**src/hdl/wbfp_pkg.sv**
```systemverilog
// ----------------------------------------------------------------------------
// wbfp_pkg
// Shared types, constants and helpers of the beacon frame parser.
// ----------------------------------------------------------------------------
package wbfp_pkg;

  localparam int SSID_BYTES_DEF  = 32;
  localparam int OFFSET_BITS_DEF = 12;

  localparam logic [7:0] MAX_CHANNEL_RST = 8'd14;

  localparam int OFS_DEST_LO  = 4;
  localparam int OFS_DEST_HI  = 9;
  localparam int OFS_SRC_LO   = 10;
  localparam int OFS_SRC_HI   = 15;
  localparam int OFS_CAPAB    = 34;
  localparam int OFS_BODY     = 36;

  localparam logic [7:0] BCAST_BYTE = 8'hff;
  localparam logic [7:0] ELEM_SSID  = 8'd0;
  localparam logic [7:0] ELEM_DS    = 8'd3;

  localparam int TDATA_W = 80;

  localparam logic [1:0] FT_MGMT = 2'd0;
  localparam logic [1:0] FT_CTRL = 2'd1;
  localparam logic [1:0] FT_DATA = 2'd2;

  localparam logic [3:0] ST_FOUND      = 4'd0;
  localparam logic [3:0] ST_SHORT      = 4'd1;
  localparam logic [3:0] ST_OTHER_MGMT = 4'd2;
  localparam logic [3:0] ST_CTRL       = 4'd3;
  localparam logic [3:0] ST_DATA       = 4'd4;
  localparam logic [3:0] ST_NOT_BCAST  = 4'd5;
  localparam logic [3:0] ST_ESS_IBSS   = 4'd6;
  localparam logic [3:0] ST_BAD_CHAN   = 4'd7;
  localparam logic [3:0] ST_UNKNOWN    = 4'd8;

  localparam logic [1:0] NET_NONE  = 2'd0;
  localparam logic [1:0] NET_AP    = 2'd1;
  localparam logic [1:0] NET_ADHOC = 2'd2;

  localparam logic KIND_SUMMARY = 1'b0;
  localparam logic KIND_SSID    = 1'b1;

  typedef enum logic [1:0] {
    PH_ID   = 2'd0,
    PH_LEN  = 2'd1,
    PH_BODY = 2'd2,
    PH_DS   = 2'd3
  } phase_t;

  typedef enum logic [1:0] {
    S_RUN  = 2'd0,
    S_EVAL = 2'd1,
    S_READ = 2'd2,
    S_SSID = 2'd3
  } state_t;

  typedef struct packed {
    logic accept;
    logic load_sum;
    logic rd_en;
    logic load_ssid;
  } cmd_t;

  typedef struct packed {
    logic out_free;
    logic ssid_more;
    logic ssid_last;
  } sts_t;

  function automatic logic [4:0] header_len(input logic [15:0] fc);
    logic [1:0] ftype;
    logic [3:0] sub;
    logic [4:0] len;
    ftype = fc[3:2];
    sub   = fc[7:4];
    len   = 5'd0;
    case (ftype)
      FT_MGMT: len = 5'd24;
      FT_CTRL: begin
        case (sub) inside
          4'd10, 4'd11, 4'd14, 4'd15: len = 5'd16;
          4'd12, 4'd13:               len = 5'd10;
          default:                    len = 5'd0;
        endcase
      end
      FT_DATA: len = (fc[9:8] == 2'b11) ? 5'd30 : 5'd24;
      default: len = 5'd0;
    endcase
    return len;
  endfunction

endpackage

```
**src/hdl/wlan_beacon_frame_parser.sv**
```systemverilog
// ----------------------------------------------------------------------------
// wlan_beacon_frame_parser
// Byte-serial 802.11 frame parser reporting beacon summaries and SSIDs.
//
// channel  dir  tdata / data                 tuser / tlast
// s_*      in   frame_byte[7:0]              tlast = end_of_frame
// m_*      out  status..ssid_byte (80 bits)  tuser = result_kind, tlast = last
// cfg_*    in   max_channel[7:0]             -
//
// One byte per cycle while a frame streams in.
// On the last byte: an evaluation state, which loads the summary request.
// Each SSID request is a registered RAM read, then a load.
// Input stalls from frame end until the last result is loaded.
// rst is synchronous; an output stall holds the sequencer in place.
// ----------------------------------------------------------------------------
module wlan_beacon_frame_parser #(
  parameter int SSID_BYTES  = wbfp_pkg::SSID_BYTES_DEF,
  parameter int OFFSET_BITS = wbfp_pkg::OFFSET_BITS_DEF
) (
  input  logic                         clk,
  input  logic                         rst,
  input  logic                         s_tvalid,
  output logic                         s_tready,
  input  logic [7:0]                   s_tdata,   // frame_byte
  input  logic                         s_tlast,
  output logic                         m_tvalid,
  input  logic                         m_tready,
  // status[3:0], network[5:4], channel[13:6], privacy[14], ssid count[20:15],
  // hidden_ssid[21], sender_mac[69:22], ssid_byte[77:70], zero[79:78]
  output logic [wbfp_pkg::TDATA_W-1:0] m_tdata,
  output logic                         m_tuser,   // result_kind
  output logic                         m_tlast,
  input  logic                         cfg_valid,
  output logic                         cfg_ready,
  input  logic [7:0]                   cfg_data   // max_channel
);

  wbfp_pkg::cmd_t cmd;
  wbfp_pkg::sts_t sts;

  assign cfg_ready = 1'b1;

  wbfp_ctrl u_ctrl (
    .clk      (clk),
    .rst      (rst),
    .s_tvalid (s_tvalid),
    .s_tlast  (s_tlast),
    .s_tready (s_tready),
    .sts      (sts),
    .cmd      (cmd)
  );

  wbfp_dp #(
    .SSID_BYTES  (SSID_BYTES),
    .OFFSET_BITS (OFFSET_BITS)
  ) u_dp (
    .clk       (clk),
    .rst       (rst),
    .cmd       (cmd),
    .sts       (sts),
    .s_tdata   (s_tdata),
    .cfg_valid (cfg_valid),
    .cfg_data  (cfg_data),
    .m_tvalid  (m_tvalid),
    .m_tready  (m_tready),
    .m_tdata   (m_tdata),
    .m_tuser   (m_tuser),
    .m_tlast   (m_tlast)
  );

endmodule

```
**src/hdl/wbfp_ram.sv**
```systemverilog
// ----------------------------------------------------------------------------
// wbfp_ram
// Generic single-write, single-read RAM with registered read data.
// ----------------------------------------------------------------------------
module wbfp_ram #(
  parameter int WIDTH = 8,
  parameter int DEPTH = 32,
  localparam int AW = (DEPTH > 1) ? $clog2(DEPTH) : 1
) (
  input  logic             clk,
  input  logic             we,
  input  logic [AW-1:0]    waddr,
  input  logic [WIDTH-1:0] wdata,
  input  logic             re,
  input  logic [AW-1:0]    raddr,
  output logic [WIDTH-1:0] rdata
);

  logic [WIDTH-1:0] mem [DEPTH];

  always_ff @(posedge clk) begin
    if (we) begin
      mem[waddr] <= wdata;
    end
    if (re) begin
      rdata <= mem[raddr];
    end
  end

endmodule

```
**src/hdl/wbfp_ctrl.sv**
```systemverilog
// ----------------------------------------------------------------------------
// wbfp_ctrl
// Sequencer: byte intake, summary evaluation and SSID readout.
// ----------------------------------------------------------------------------
module wbfp_ctrl (
  input  logic           clk,
  input  logic           rst,
  input  logic           s_tvalid,
  input  logic           s_tlast,
  output logic           s_tready,
  input  wbfp_pkg::sts_t sts,
  output wbfp_pkg::cmd_t cmd
);

  wbfp_pkg::state_t state, state_next;

  always_ff @(posedge clk) begin
    if (rst) begin
      state <= wbfp_pkg::S_RUN;
    end else begin
      state <= state_next;
    end
  end

  always_comb begin
    state_next = state;
    case (state)
      wbfp_pkg::S_RUN: begin
        if (s_tvalid && s_tlast) state_next = wbfp_pkg::S_EVAL;
      end
      wbfp_pkg::S_EVAL: begin
        if (sts.out_free) begin
          state_next = sts.ssid_more ? wbfp_pkg::S_READ : wbfp_pkg::S_RUN;
        end
      end
      wbfp_pkg::S_READ: state_next = wbfp_pkg::S_SSID;
      wbfp_pkg::S_SSID: begin
        if (sts.out_free) begin
          state_next = sts.ssid_last ? wbfp_pkg::S_RUN : wbfp_pkg::S_READ;
        end
      end
      default: state_next = wbfp_pkg::S_RUN;
    endcase
  end

  always_comb begin
    s_tready      = (state == wbfp_pkg::S_RUN);
    cmd.accept    = s_tvalid && (state == wbfp_pkg::S_RUN);
    cmd.load_sum  = (state == wbfp_pkg::S_EVAL) && sts.out_free;
    cmd.rd_en     = (state == wbfp_pkg::S_READ);
    cmd.load_ssid = (state == wbfp_pkg::S_SSID) && sts.out_free;
  end

  a_eof_to_eval: assert property (@(posedge clk) disable iff (rst)
    cmd.accept && s_tlast |=> state == wbfp_pkg::S_EVAL)
    else $error("frame end did not start evaluation");

  a_read_then_emit: assert property (@(posedge clk) disable iff (rst)
    cmd.rd_en |=> state == wbfp_pkg::S_SSID)
    else $error("SSID read not followed by emit state");

endmodule

```
**src/hdl/wbfp_dp.sv**
```systemverilog
// ----------------------------------------------------------------------------
// wbfp_dp
// Datapath: header capture, element walk, SSID store and result register.
// ----------------------------------------------------------------------------
module wbfp_dp #(
  parameter int SSID_BYTES  = wbfp_pkg::SSID_BYTES_DEF,
  parameter int OFFSET_BITS = wbfp_pkg::OFFSET_BITS_DEF
) (
  input  logic                         clk,
  input  logic                         rst,
  input  wbfp_pkg::cmd_t               cmd,
  output wbfp_pkg::sts_t               sts,
  input  logic [7:0]                   s_tdata,
  input  logic                         cfg_valid,
  input  logic [7:0]                   cfg_data,
  output logic                         m_tvalid,
  input  logic                         m_tready,
  output logic [wbfp_pkg::TDATA_W-1:0] m_tdata,
  output logic                         m_tuser,
  output logic                         m_tlast
);

  localparam int AW = (SSID_BYTES > 1) ? $clog2(SSID_BYTES) : 1;
  localparam int LW = $clog2(SSID_BYTES + 1);
  localparam int OB = OFFSET_BITS;

  logic [7:0]            max_channel;
  logic [OB-1:0]         byte_offset;
  logic [15:0]           frame_control;
  logic                  dest_broadcast;
  logic [47:0]           sender_address;
  logic [2:0]            capability_bits;
  logic [7:0]            channel_number;
  logic [7:0]            element_id;
  logic [7:0]            element_remaining;
  wbfp_pkg::phase_t      element_phase;
  logic [LW-1:0]         ssid_length;
  logic                  ssid_first_zero;
  logic [LW-1:0]         emit_total;
  logic [LW-1:0]         rd_idx;

  logic                  beacon;
  logic                  in_body;
  logic [7:0]            rem_dec;
  logic                  ssid_we;
  logic [7:0]            ssid_rdata;
  logic [3:0]            status;
  logic [1:0]            net_kind;
  logic                  found;

  assign beacon  = (frame_control[7:2] == 6'b100000);
  assign in_body = beacon && (byte_offset >= OB'(wbfp_pkg::OFS_BODY));
  assign rem_dec = element_remaining - 8'd1;
  assign ssid_we = cmd.accept && in_body && (element_phase == wbfp_pkg::PH_BODY)
                   && (element_id == wbfp_pkg::ELEM_SSID)
                   && (ssid_length < LW'(SSID_BYTES));

  always_ff @(posedge clk) begin
    if (rst) begin
      max_channel <= wbfp_pkg::MAX_CHANNEL_RST;
    end else if (cfg_valid) begin
      max_channel <= cfg_data;
    end
  end

  always_ff @(posedge clk) begin
    if (rst || cmd.load_sum) begin
      byte_offset       <= '0;
      frame_control     <= '0;
      dest_broadcast    <= 1'b1;
      sender_address    <= '0;
      capability_bits   <= '0;
      channel_number    <= '0;
      element_id        <= '0;
      element_remaining <= '0;
      element_phase     <= wbfp_pkg::PH_ID;
      ssid_length       <= '0;
      ssid_first_zero   <= 1'b0;
    end else if (cmd.accept) begin
      if (byte_offset != '1) byte_offset <= byte_offset + 1'b1;
      if (byte_offset == OB'(0)) begin
        frame_control[7:0] <= s_tdata;
      end else if (byte_offset == OB'(1)) begin
        frame_control[15:8] <= s_tdata;
      end else if (byte_offset >= OB'(wbfp_pkg::OFS_DEST_LO) &&
                   byte_offset <= OB'(wbfp_pkg::OFS_DEST_HI)) begin
        if (s_tdata != wbfp_pkg::BCAST_BYTE) dest_broadcast <= 1'b0;
      end else if (byte_offset >= OB'(wbfp_pkg::OFS_SRC_LO) &&
                   byte_offset <= OB'(wbfp_pkg::OFS_SRC_HI)) begin
        sender_address <= {sender_address[39:0], s_tdata};
      end else if (byte_offset == OB'(wbfp_pkg::OFS_CAPAB)) begin
        if (beacon) capability_bits <= {s_tdata[4], s_tdata[1:0]};
      end else if (in_body) begin
        case (element_phase)
          wbfp_pkg::PH_ID: begin
            element_id    <= s_tdata;
            element_phase <= wbfp_pkg::PH_LEN;
          end
          wbfp_pkg::PH_LEN: begin
            element_remaining <= s_tdata;
            if (s_tdata == 8'd0) begin
              element_phase <= wbfp_pkg::PH_ID;
            end else if (element_id == wbfp_pkg::ELEM_DS) begin
              element_phase <= wbfp_pkg::PH_DS;
            end else begin
              if (element_id == wbfp_pkg::ELEM_SSID) begin
                ssid_length     <= '0;
                ssid_first_zero <= 1'b0;
              end
              element_phase <= wbfp_pkg::PH_BODY;
            end
          end
          wbfp_pkg::PH_DS: begin
            channel_number    <= s_tdata;
            element_remaining <= rem_dec;
            element_phase     <= (rem_dec == 8'd0) ? wbfp_pkg::PH_ID : wbfp_pkg::PH_BODY;
          end
          default: begin
            if (ssid_we) begin
              if (ssid_length == '0) ssid_first_zero <= (s_tdata == 8'd0);
              ssid_length <= ssid_length + 1'b1;
            end
            element_remaining <= rem_dec;
            if (rem_dec == 8'd0) element_phase <= wbfp_pkg::PH_ID;
          end
        endcase
      end
    end
  end

  // byte_offset is min(length, top) and top exceeds every header length
  always_comb begin
    net_kind = wbfp_pkg::NET_NONE;
    if (byte_offset < OB'(2) || byte_offset < OB'(wbfp_pkg::header_len(frame_control))) begin
      status = wbfp_pkg::ST_SHORT;
    end else begin
      case (frame_control[3:2])
        wbfp_pkg::FT_MGMT: begin
          if (!beacon) begin
            status = wbfp_pkg::ST_OTHER_MGMT;
          end else if (!dest_broadcast) begin
            status = wbfp_pkg::ST_NOT_BCAST;
          end else if (capability_bits[0] == capability_bits[1]) begin
            status = wbfp_pkg::ST_ESS_IBSS;
          end else if (channel_number == 8'd0 || channel_number > max_channel) begin
            status = wbfp_pkg::ST_BAD_CHAN;
          end else begin
            status   = wbfp_pkg::ST_FOUND;
            net_kind = capability_bits[0] ? wbfp_pkg::NET_AP : wbfp_pkg::NET_ADHOC;
          end
        end
        wbfp_pkg::FT_CTRL: status = wbfp_pkg::ST_CTRL;
        wbfp_pkg::FT_DATA: status = wbfp_pkg::ST_DATA;
        default:           status = wbfp_pkg::ST_UNKNOWN;
      endcase
    end
  end

  assign found = (status == wbfp_pkg::ST_FOUND);

  assign sts.out_free  = !m_tvalid || m_tready;
  assign sts.ssid_more = found && (ssid_length != '0);
  assign sts.ssid_last = ((rd_idx + 1'b1) == emit_total);

  always_ff @(posedge clk) begin
    if (rst) begin
      emit_total <= '0;
      rd_idx     <= '0;
    end else if (cmd.load_sum) begin
      emit_total <= found ? ssid_length : '0;
      rd_idx     <= '0;
    end else if (cmd.load_ssid) begin
      rd_idx <= rd_idx + 1'b1;
    end
  end

  wbfp_ram #(
    .WIDTH (8),
    .DEPTH (SSID_BYTES)
  ) u_ssid_ram (
    .clk   (clk),
    .we    (ssid_we),
    .waddr (ssid_length[AW-1:0]),
    .wdata (s_tdata),
    .re    (cmd.rd_en),
    .raddr (rd_idx[AW-1:0]),
    .rdata (ssid_rdata)
  );

  always_ff @(posedge clk) begin
    if (rst) begin
      m_tvalid <= 1'b0;
    end else if (cmd.load_sum || cmd.load_ssid) begin
      m_tvalid <= 1'b1;
    end else if (m_tready) begin
      m_tvalid <= 1'b0;
    end
  end

  // tdata: status, network, channel, privacy, ssid count, hidden_ssid, sender_mac, ssid_byte
  always_ff @(posedge clk) begin
    if (cmd.load_sum) begin
      m_tuser <= wbfp_pkg::KIND_SUMMARY;
      m_tlast <= !sts.ssid_more;
      if (found) begin
        m_tdata <= {2'b00, 8'd0, sender_address, ssid_first_zero, 6'(ssid_length),
                    capability_bits[2], channel_number, net_kind, status};
      end else begin
        m_tdata <= {76'd0, status};
      end
    end else if (cmd.load_ssid) begin
      m_tuser <= wbfp_pkg::KIND_SSID;
      m_tlast <= sts.ssid_last;
      m_tdata <= {2'b00, ssid_rdata, 70'd0};
    end
  end

  a_len_bound: assert property (@(posedge clk) disable iff (rst)
    ssid_length <= LW'(SSID_BYTES))
    else $error("SSID length beyond store");

  a_emit_in_range: assert property (@(posedge clk) disable iff (rst)
    cmd.load_ssid |-> rd_idx < emit_total)
    else $error("SSID readout beyond kept bytes");

  a_sum_last: assert property (@(posedge clk) disable iff (rst)
    cmd.load_sum && !sts.ssid_more |=> m_tvalid && m_tlast)
    else $error("lone summary not marked last");

endmodule

```
**config.mk**
```make
export PLATFORM = sky130hd
export DESIGN_NAME = wlan_beacon_frame_parser
export DESIGN_NICKNAME = d
export VERILOG_FILES = /design/src/hdl/wbfp_pkg.sv /design/src/hdl/wlan_beacon_frame_parser.sv /design/src/hdl/wbfp_ram.sv /design/src/hdl/wbfp_ctrl.sv /design/src/hdl/wbfp_dp.sv
export SDC_FILE = /design/constraint.sdc
export NUM_CORES = 1
export LEC_CHECK = 0
export BUFFER_PORTS_ARGS = -buffer_cell sky130_fd_sc_hd__buf_2
export CORE_MARGIN = 4
export CORE_UTILIZATION = 45
export DETAILED_ROUTE_END_ITERATION = 10
export PLACE_DENSITY = 0.65
export SKIP_CTS_REPAIR_TIMING = 1
export SLEW_MARGIN = 20
export SYNTH_ARGS = -nofsm -noshare
export SYNTH_HDL_FRONTEND = slang
export SYNTH_HIERARCHICAL = 1
export SYNTH_SLANG_ARGS = --single-unit
```
**constraint.sdc**
```tcl
create_clock -name clk -period 8.75 [get_ports clk]
set_clock_uncertainty 0.05 [all_clocks]
set_input_delay 1.3125 -clock clk [delete_from_list [all_inputs] [get_ports clk]]
set_output_delay 1.3125 -clock clk [all_outputs]
set_load 0.05 [all_outputs]
```
==> run summary, run 1 <==
In this run the remaining antenna-violating nets after routing total 0. During synthesis, Yosys emitted a total of 6 warnings. Across the VDD grid, the largest voltage drop is 0.000150 V. The final-report hold violation count is 0, and the transition time at the pin with the least slew margin is 1.02 ns. After detailed routing, the average wire length per cell comes to 20.4 um. The aggregate global routing overflow is 0, and the first-pass GRT wire length is 63100 um. By startpoint and endpoint, the worst setup path is classified as in -> reg.

The critical path required time is 8.88 ns, and the total global-route track usage is 17.4%. The cell count after synthesis came out at 1323. The H-tree generated during clock tree synthesis spans 2 levels. The power share of the combinational group was 3.4%.

The tools report the sequential element share of the synthesized area as 67.3%. The worst setup path is captured at a flip-flop. In this design, the stage delay of the slowest critical-path cell is 0.70 ns.

The post-route netlist has 20.7% of its cells at a drive strength greater than 1. Hold timing on the final database bottoms out at a slack of 0.400 ns. In this run the power spent charging and discharging nets is 0.937 mW.

The initial antenna violation count was 0. In this run the worst hold path is classified as reg -> reg. Averaged over all synthesized cells, the footprint is 14.5 um2. The buffer depth of the longest clock path is 3, and the final critical-path required period is 3.74 ns. The total of flip-flops plus latches after synthesis came out at 472.

The run finished with clean final reports. Compared with the post-synthesis result, the final layout area differs by 12.9%. The HPWL after detailed placement came out at 25300 um.

Headroom to the max-slew limit came out at 31.9%. Along the worst path, the maximum fanout reaches 12. Entering global routing, the biggest net connects 110 pins. For this design the ratio of total power to cell area is 208 nW/um2. The post-route DRC violation count is 0.

The cell at the slowest stage of the critical path is sky130_fd_sc_hd__nor4_1. For the number of cell rows, the log shows 75. From left edge to right edge, the die measures 214 um. TritonCTS built the clock tree. For this design the static power due to leakage is 7.15 nW.

Internal power comes to 3.56 mW. Leaving out fill and tap cells, the most frequent cells in the layout are sky130_fd_sc_hd__edfxtp_1, sky130_fd_sc_hd__nand2_1, sky130_fd_sc_hd__dfxtp_1. Final weighted congestion of routability-driven global placement: 0.802. The signal on the critical path passes through buf_2, and2_2, nand3b_1, nor4_1, or3b_2, nor2_1.

Counting flops with an async set or reset pin after synthesis yields a share of 0%. The number of violations reported at the end of detailed-routing iteration 0 was 942; the switching fraction of total power was 20.8%. The run gives 19100 um2 as the post-synth design cell area.

The number of max-cap violations came out at 0. In this run, the clock network consumes 42.8% of the power. The tools report the via count of the first global-routing pass as 10700. The worst setup path is launched from an input port.

The tools report the area of the core as 42000 um2. Buffers inserted during clock tree synthesis total 48. The first TritonRoute pass finished after 5 iterations. The final clock period utilization by the worst path works out to 42.7%. The floorplan die height was 214 um. Setup violations remaining at the end of the flow were counted as 0. Counting every sink on the clock net gives 472. Timing analysis after detailed placement gives a worst setup slack of 4.47 ns. Number of library cell types mapped by synthesis: 70. The tree is rooted in a sky130_fd_sc_hd__clkbuf_16. Input and output buffers added on the ports amount to 103. Achievable clock frequency: 268 MHz. For the max-slew violation total from the final report, the log shows 0.

In the synthesized netlist the dominant register cell turns out to be sky130_fd_sc_hd__edfxtp_1. The run gives 5.01 ns as the post-layout worst setup margin. For the effective utilization at floorplan, the log shows 45.5%. The library cell used most frequently in the layout, excluding fill and tap cells, is sky130_fd_sc_hd__edfxtp_1. STA puts the critical path data arrival time at 3.87 ns.

The tools report the overall routed net length as 40700 um. The full die area was 45900 um2. 107 I/O pins were placed.

For this block, the via count after detailed routing is 10900. The clock latency on the worst-skew pair was 0.57 ns. Setup repair after global routing left no endpoint under its margin.

Of the total power, registers draw 53.8%. Counting flops with a built-in enable in the synthesized netlist gives 343. Average vias per placed instance: 5.49. The clock input transition at the sequential cells of the worst setup and hold paths came out at 0.06 ns. Adding up every negative setup slack in the final design gives 0 ns. The run gives 1466 as the number of nets in the layout.
-- registers in the layout (all words and copies together) (netlist names), 6 cells and up --
signal,cells
u_dp/m_tdata,78
u_dp/emit_total,6
u_dp/channel_number,8
u_dp/u_ssid_ram/rdata,8
u_dp/max_channel,8
u_dp/u_ssid_ram/mem,256
u_dp/ssid_length,6
u_dp/element_remaining,8
u_dp/sender_address,48
u_dp/rd_idx,6
u_dp/element_id,8
u_dp/frame_control,8
u_dp/byte_offset,12
-- kinds of logic (layout without fill, tap and decap cells) --
group,count (synthesis),after routing,synth area share [%]
compound gates,137,137,4.34
xor+xnor,25,25,1.14
fa+ha+maj,26,26,1.70
buf+inv,100,229,2.40
flops,472,472,67.3
mux,123,123,11.7
other cells,2,4,0.0392
simple gates,438,438,11.3
-- cell usage after synthesis (7+ instances only) --
cell type                  number  area share (%)
sky130_fd_sc_hd__edfxtp_1     343              54
sky130_fd_sc_hd__nand2_1      134             2.6
sky130_fd_sc_hd__dfxtp_1      129              13
sky130_fd_sc_hd__nor2_1       115             2.3
sky130_fd_sc_hd__mux4_2        80             9.4
sky130_fd_sc_hd__a21oi_1       73             1.9
sky130_fd_sc_hd__and2_1        63             2.1
sky130_fd_sc_hd__clkbuf_1      45            0.88
sky130_fd_sc_hd__mux2i_1       35             1.8
sky130_fd_sc_hd__inv_1         29            0.57
sky130_fd_sc_hd__ha_1          26             1.7
sky130_fd_sc_hd__o21ai_0       24            0.63
sky130_fd_sc_hd__nand3_1       23            0.60
sky130_fd_sc_hd__nor3_1        17            0.44
sky130_fd_sc_hd__xnor2_1       16            0.73
sky130_fd_sc_hd__nand4_1       14            0.46
sky130_fd_sc_hd__buf_4         13            0.51
sky130_fd_sc_hd__nor2b_1       11            0.36
sky130_fd_sc_hd__nor4_1         9            0.29
sky130_fd_sc_hd__xor2_1         9            0.41
sky130_fd_sc_hd__mux2_2         8            0.47
sky130_fd_sc_hd__nand3b_1       7            0.27
-- layout make-up --
class                      count  area, um2
fill                        3510      20400
antenna                        1       2.50
multi-input combinational    752       5830
clock buffer                  68       1370
clock inverter                17        118
tap                          539        674
sequential                   472      12900
inverter                      29        109
timing repair buffer         115        606
-- per-layer routing --
metal | part of all wire (%) | vias up | global-route usage, %
li1 | - | 5117 | -
met1 | 45 | 5444 | 24.7
met2 | 47 | 329 | 28.0
met3 | 6.1 | 59 | 3.17
met4 | 2.0 | 0 | 5.12
met5 | 0 | - | 0
-- worst max-delay path: cells and delay by family --
kind,cells,cell delay [ns]
and+or+nand+nor,5,2.47
buffers and inverters,1,0.08
-- power by group through the flow --
stage	registers, mW	clock network, mW	logic (mW)
5_1_grt	2.42	2.07	0.167
2_1_floorplan	2.51	0	0.0582
3_5_place_dp	2.47	0	0.157
4_1_cts	2.42	1.97	0.157
6_report	2.42	1.92	0.155
3_3_place_gp	2.47	0	0.154
-- metrics by stage --
| step | power, mW | utilization [%] | cell area, um2 | std cells |
|---|---|---|---|---|
| 2_1_floorplan | 2.56 | - | 19100 | 1324 |
| 3_3_place_gp | 2.62 | 47.8 | 20100 | 1907 |
| 3_5_place_dp | 2.63 | 47.8 | 20100 | 1907 |
| 4_1_cts | 4.55 | 51.4 | 21600 | 1992 |
| 5_1_grt | 4.66 | 51.4 | 21600 | 1992 |
| 6_report | 4.50 | 51.4 | 21600 | 1993 |
-- final timing paths --
kind	from	to	slack, ns	cells after the start
setup / recovery	s_tvalid	u_dp/u_ssid_ram/mem[20][0]	5.01	6
hold / removal	u_dp/sender_address[45]	u_dp/sender_address[45]	0.40	2
setup reg to reg	u_dp/element_id[2]	u_dp/u_ssid_ram/mem[20][0]	5.25	5
hold reg to reg	u_dp/sender_address[45]	u_dp/sender_address[45]	0.40	2
Note: power is estimated with default switching activity, not from simulation.
==> run 2: changes to the inputs <==
PLACE_DENSITY = 0.67   (was 0.65)
clock period = 3.13 ns   (was 8.75 ns; I/O delays follow)
==> run 2 against run 1 <==
Effect of this change: non-clock buffer count increased by 44; global-route usage up 0.40 points; combinational power rose to 2.9 times the previous value; utilization increased by 1.1 points; worst setup slack lost 4.7 ns; via count rose by 2.5%; total power increased to 2.9 times the previous value; die area did not move; routed wire length increased by 2.0%; critical endpoint is now u_dp/u_ssid_ram/mem[2][4]; largest cell class unchanged; highest routed layer unchanged.
==> run summary, run 2 (same netlist as run 1, synthesis figures left out) <==
The run gives 7.41 nW as the static leakage power. The tools report the category of the worst setup path launch point as a flip-flop. The clock root buffer is sky130_fd_sc_hd__clkbuf_16.

For the initial antenna violation count, the log shows 0. For this configuration, the core starts out at a cell density of 45.5%. The HPWL after detailed placement was 26000 um. In the final layout, the registers with the most flip-flops are u_dp/u_ssid_ram/mem x256, u_dp/m_tdata x78, u_dp/sender_address x48. In this run, the number of DRC markers left after iteration 0 of detailed routing was 933. Most common cell after layout, fill and taps aside: sky130_fd_sc_hd__edfxtp_1. Global routing used 17.8% of the available tracks across all layers.

Counting every sink on the clock net gives 472. At the end of the flow, the number of nets in the layout was 1510. At the pin with the least slew margin, the transition time is 0.858 ns. The detailed router used layers up to and including met4. The run finished with clean final reports. Relative to the synthesized area, the layout overhead comes to 15.4%.

For the number of diodes, the log shows 0. The full die area was 45900 um2; the setup TNS was 0 ns. Dividing total power by cell area gives a power density of 582 nW/um2. Setup repair after global routing left no endpoint under its margin. The first global-routing pass estimated 64100 um of wire. The worst setup path startpoint is u_dp/element_id[2]. For the number of cell rows, the log shows 75. The worst setup path endpoint is u_dp/u_ssid_ram/mem[2][4]. For the post-placement cell count, the log shows 1951. In this run the vertical extent of the chip is 214 um.

In the detailed route, the total length drawn on met2 is 19600 um. The sum of routed wire segments on met1 is 18000 um, and the die boundary width is 214 um. The final-report hold violation count is 0. The max-slew violation total from the final report was 0.

The footprint of the flip-flops and latches came out at 12900 um2. Counting the buffers created by CTS gives 48. After layout, the minimum clock period comes to 2.78 ns.

The tool flagged a number of max-cap violations equal to 0. The tools report the post-route DRC violation count as 0. The logs give 5 for the detailed-routing iteration count for the pre-antenna-repair pass and 11200 for the total via count after detailed routing. Entering global routing, the biggest net connects 80 pins. The congestion estimate from routability-driven global placement came to 0.838. Counting flops per register, the top entry is u_dp/u_ssid_ram/mem. Before CTS, the worst setup slack after placement is 0.369 ns. The total of endpoints with negative setup slack in the final report came out at 0. The sum of met3 wire segment lengths after detailed routing is 2930 um. The post-layout worst setup margin is 0.350 ns, and the area of the core is 42000 um2. TritonCTS built the clock tree. The worst-case hold slack was 0.0862 ns. The average vias per placed instance was 5.50; the aggregate global routing overflow was 0.

The proportion of layout cells with a drive suffix above 1 was 23.2%. Largest driver fanout on the critical path: 8. Worst path arrival time: 2.92 ns. The path class of the tightest hold or removal check is in -> reg. The final clock period utilization by the worst path works out to 88.8%.

In the final layout, the multi-input gates occupy 5820 um2. In the layout the commonest cells are sky130_fd_sc_hd__edfxtp_1, sky130_fd_sc_hd__nand2_1, sky130_fd_sc_hd__dfxtp_1. The endpoint identified for the worst register-to-register timing path is u_dp/u_ssid_ram/mem[2][4]. The clock input transition at the sequential cells of the worst setup and hold paths was 0.06 ns. The total non-filler cell area in the finished layout came out at 22100 um2. The logs give 3.27 ns for the critical path required time and 3 for the buffer depth of the longest clock path.

The later pin in the worst-skew pair is clocked with a latency of 0.58 ns. The via count of the first global-routing pass was 11000; the deepest level of the CTS H-tree was 2. After detailed routing, the average wire length per cell comes to 20.4 um. Once layout is complete, the cells apart from fillers number 2039. The largest single stage delay on the critical path is 0.63 ns. Counting cells, the worst reg-to-reg path comes to 7.

The critical path is of the reg -> reg type. The final antenna-violating net count was 0. In this run the tightest slew margin relative to its limit is 42.6%. The worst setup path is captured at a flip-flop. After filler insertion, the fill cell instance count of the layout stands at 3423. The flip-flop count of the largest register, all copies and words added works out to 256.

Walking the worst path, the cells encountered are nor4_1, nand3_1, nor4_1, buf_4, nand3b_1, buf_4, nor2_1. Worst flop-to-flop path startpoint: u_dp/element_id[2]. Summed over all layers, the routed wires come to 41500 um. Achievable clock frequency: 360 MHz.

The worst register-to-register path has a setup slack of 0.35 ns. The logs give 107 for the I/O pin count and 20500 um2 for the cell area after placement. The largest individual stage delay along the critical path comes from the cell sky130_fd_sc_hd__nor2_1. The port buffer count is 103, and the worst-case vdd ir drop is 0.000394 V.
## run 2: changes by cell type in the layout (fill, tap and decap cells not counted), sizes merged
cell / previous run / this run
clkinvlp: 1 / 6
buf: 115 / 159
bufinv: 1 / 4
diode: 1 / 0
inv: 30 / 29
clkbuf: 68 / 64
## run 2: worst max-delay path, delay by kind of cell (launching register included)
family,cells,cell delay (ns)
buffers and inverters,2,0.39
flip-flops,1,0.31
AND/OR/NAND/NOR,5,1.65
## run 2: cell type report
class                           instances  area share [%]
Multi-Input combinational cell        752            26.4
Timing Repair Buffer                  159            4.63
Clock inverter                         24            1.10
Sequential cell                       472            58.4
Inverter                               29           0.510
Tap cell                              539            3.05
Clock buffer                           64            5.99
## run 2: worst min-delay path by stage
stage                             from                 endpoint  slack, ns  depth (start not counted)
5_1_grt                    cfg_data[0]      u_dp/max_channel[0]       0.09                          3
3_3_place_gp   u_dp/sender_address[41]  u_dp/sender_address[41]       0.39                          2
6_report                   cfg_data[0]      u_dp/max_channel[0]       0.09                          3
3_5_place_dp   u_dp/sender_address[41]  u_dp/sender_address[41]       0.40                          2
4_1_cts                    cfg_data[0]      u_dp/max_channel[0]       0.06                          3
2_1_floorplan  u_dp/sender_address[40]  u_dp/sender_address[40]       0.38                          2
## run 2: per-layer routing
metal,vias up,global-route usage [%]
met1,5586,24.9
met4,0,5.30
met3,71,3.84
met5,-,0
li1,5201,-
met2,363,28.5
## run 2: per-stage QoR
step	power (mW)	utilization, %
2_1_floorplan	7.17	-
4_1_cts	13.0	52.5
3_3_place_gp	7.34	48.8
3_5_place_dp	7.35	48.8
6_report	12.9	52.5
5_1_grt	13.3	52.5
## run 2: power breakdown
| part | internal (mW) | switching [mW] | leakage (nW) |
|---|---|---|---|
| sequential | 6.74 | 0.0250 | 4.22 |
| clock | 3.31 | 2.33 | 0.756 |
| combinational | 0.0984 | 0.355 | 2.44 |
==> run 3: changes to the inputs <==
ABC_AREA = 1   (was unset)
==> run 3 against run 2 <==
Effect of this change: hold slack worse by 0.017 ns; via count up 26%; largest cell class unchanged; largest power group unchanged; critical endpoint is now u_dp/u_ssid_ram/mem[28][2]; highest routed layer unchanged; cell area is 2.8% higher; first-iteration DRC count up 43%.
==> run summary, run 3 <==
HPWL after detailed placement: 31100 um. The power density relative to cell area came out at 567 nW/um2. The critical path is of the reg -> reg type. The logs give 364 MHz for the achievable clock frequency and 13600 for the via count of the first global-routing pass.

The initial antenna violation count was 0; the port buffer count was 103. The sequential element share of the synthesized area is 64.5%, and the total via count after detailed routing is 14200. Counting instances in the post-synthesis netlist gives the leading cell types as sky130_fd_sc_hd__nand2_1, sky130_fd_sc_hd__edfxtp_1, sky130_fd_sc_hd__nand3_1.

The mapped netlist covers 20000 um2. The most common cell in the synthesized netlist is sky130_fd_sc_hd__nand2_1. The run gives 472 as the total clock sinks. Measured against its own limit, the worst slew margin works out to 32.5%. The most used routing layer in global routing was met2. u_dp/u_ssid_ram/mem holds more flip-flops than any other register. At the end of routability-driven placement, the weighted congestion stood at 0.882.

The largest registers in the layout are u_dp/u_ssid_ram/mem x256, u_dp/m_tdata x78, u_dp/sender_address x48. Global routing consumed, over all layers together, 20.0% of the routing resources. The flow ran to the end, and the final reports show no timing, DRC or antenna violations. The run gives 27.7% as the met1 demand-to-capacity share in global routing. Summed over all layers, the routed wires come to 48700 um. From synthesis to final layout, the design area changed by 13.7%. Leaving out filler cells and counting taps, the final layout contains 2686. Synthesis inferred 472 register bits. Across the run, the number of max-cap violations was 0.

The aggregate global routing overflow was 0. Yosys attributes the largest share of cell area to sky130_fd_sc_hd__edfxtp_1, sky130_fd_sc_hd__dfxtp_1, sky130_fd_sc_hd__nand2_1. In this run, the number of DRC markers left after iteration 0 of detailed routing was 1336. The worst register-to-register path begins at u_dp/byte_offset[3].

The effective utilization at floorplan was 45.9%; the average cell area after synthesis was 10.3 um2. After clock tree synthesis, the clock-pin slew on the worst setup and hold paths is 0.06 ns. Cells with a size suffix above 1 make up 14.7% of the layout. For the number of nets in the layout, the log shows 2113.

The floorplan step defined a core boundary enclosing 43500 um2. In the synthesized netlist the async set-or-reset flop fraction comes to 0%. The library cells used most frequently in the layout, excluding fill and tap cells, are sky130_fd_sc_hd__nand2_1, sky130_fd_sc_hd__edfxtp_1, sky130_fd_sc_hd__nand3_1. 107 I/O pins were placed. The static leakage power was 8.50 nW; the number of library cell types mapped by synthesis was 48.

The post-synthesis instance total is 1939. The logs give 0 for the total of endpoints with negative setup slack in the final report and 2.97 ns for the worst path arrival time. The die boundary width came out at 219 um. The startpoint identified for the worst hold timing path is cfg_data[1]. The H-tree was split into 2 levels. For the number of warnings reported in the yosys synthesis log, the log shows 6.

The post-route DRC violation count was 0. For this run, global-route usage on met2 was measured as 32.6%. TritonCTS built the clock tree. The tools report the final antenna-violating net count as 0.

The synthesized design contains 343 enable-type register cells. For the worst-case vdd ir drop, the log shows 0.000473 V. The tools report the critical path capture point type as a flip-flop. The run gives 76 as the number of cell rows. Average vias per placed instance: 5.27. The transition time at the pin with the least slew margin is 1.01 ns, and the share of the synthesized area in the top cell type is 51.6%.

The setup TNS came out at 0 ns. Counting tap cells, the placed design contains a total of 2601 instances. The run gives 75300 um as the first-pass GRT wire length. The final clock period utilization by the worst path was 87.7%.

The clock passes through at most 3 buffers. The repair_antennas step left the layout with diodes totalling 0. The clock period could shrink to 2.74 ns. Fill cells in the final layout number 3899.

The first detailed-routing pass took 5 iterations. The critical path starts at u_dp/byte_offset[3]. The primary flip-flop cell chosen by synthesis mapping is sky130_fd_sc_hd__edfxtp_1. Entering global routing, the biggest net connects 129 pins. Clock latency on the worst-skew pair, taken at its later pin, is 0.58 ns. The tools report the max-slew violation total from the final report as 0. The largest driver fanout on the critical path came out at 8. Dividing the detail-routed wire length by the instance count gives 18.1 um.

The floorplan step set the die height to 219 um. Setup repair after global routing left no endpoint under its margin. Final-report hold violation count: 0. STA classifies the critical path startpoint as a flip-flop. The flip-flop count of the largest register, all copies and words added was 256. In the global route stage, met3 resource usage came out at 3.25%. In this run the worst hold path is classified as in -> reg. The logs give 47800 um2 for the full die area and 47 for the clock buffer count from CTS. The critical path required time is 3.35 ns. Most common cell after layout, fill and taps aside: sky130_fd_sc_hd__nand2_1.

CTS placed an instance of sky130_fd_sc_hd__clkbuf_16 at the clock tree root. The cell type with the highest aggregate area in the netlist was sky130_fd_sc_hd__edfxtp_1.
[run 3: critical path, stage by stage (launching register included)]
cell and delay [ns]:
sky130_fd_sc_hd__dfxtp_1 0.48, sky130_fd_sc_hd__inv_2 0.06, sky130_fd_sc_hd__nand2_1 0.13, sky130_fd_sc_hd__o21ai_0 0.09, sky130_fd_sc_hd__nand2_1 0.18, sky130_fd_sc_hd__nand2_4 0.09
sky130_fd_sc_hd__nor2_8 0.16, sky130_fd_sc_hd__nand2_4 0.08, sky130_fd_sc_hd__inv_1 0.11, sky130_fd_sc_hd__nand3_1 0.49, sky130_fd_sc_hd__nor2_1 0.30, sky130_fd_sc_hd__buf_4 0.21
[run 3: layer usage]
| metal | vias up | part of all wire [%] |
|---|---|---|
| li1 | 6843 | - |
| met1 | 6809 | 44 |
| met2 | 425 | 48 |
| met3 | 82 | 6.1 |
| met4 | 0 | 2.7 |
| met5 | - | 0 |
[run 3: path summary, 6_finish.rpt]
kind / end / slack (ns) / depth (start not counted)
worst min-delay path: u_dp/max_channel[1] / 0.07 / 3
worst min register to register: u_dp/element_id[3] / 0.39 / 2
worst max-delay path: u_dp/u_ssid_ram/mem[28][2] / 0.39 / 11
worst max register to register: u_dp/u_ssid_ram/mem[28][2] / 0.39 / 11
[run 3: through the flow]
stage               area [um2]  hold WS [ns]  power, mW  worst slack [ns]  util, %
floorplan                20000         0.374       7.28             0.508        -
global placement         21200         0.382       7.50             0.434     48.8
detailed placement       21200         0.386       7.52             0.362     48.8
CTS                      22700        0.0471       13.0             0.407     52.3
global route             22700        0.0861       13.3             0.187     52.3
finish                   22700        0.0691       12.9             0.385     52.3
[run 3: cell type report]
cell class / count / area [um2] / share of cell area, %
multi-input cells: 1206 / 5850 / 25.7
clock inverters: 23 / 240 / 1.06
inverters: 168 / 632 / 2.78
flip-flops and latches: 472 / 12900 / 56.8
well taps: 585 / 732 / 3.22
repair buffers: 170 / 1120 / 4.93
clock buffers: 62 / 1250 / 5.52
[run 3: cells by family (layout without fill, tap and decap cells)]
family	after synthesis	in the layout	synth area share [%]
and+or+nand+nor	916	916	20.3
DFF	472	472	64.5
buffers and inverters	262	423	6.32
AOI/OAI and AO/OA	243	243	6.36
adders and majority gates	26	26	1.63
xor gates and xnor gates	18	18	0.790
other	2	3	0.0376
[run 3: where the power goes]
part | total, mW | switching, mW | internal, mW | leakage, nW
clock network | 5.50 | 2.33 | 3.16 | 0.727
logic | 0.585 | 0.469 | 0.116 | 3.61
registers | 6.80 | 0.0334 | 6.76 | 4.16
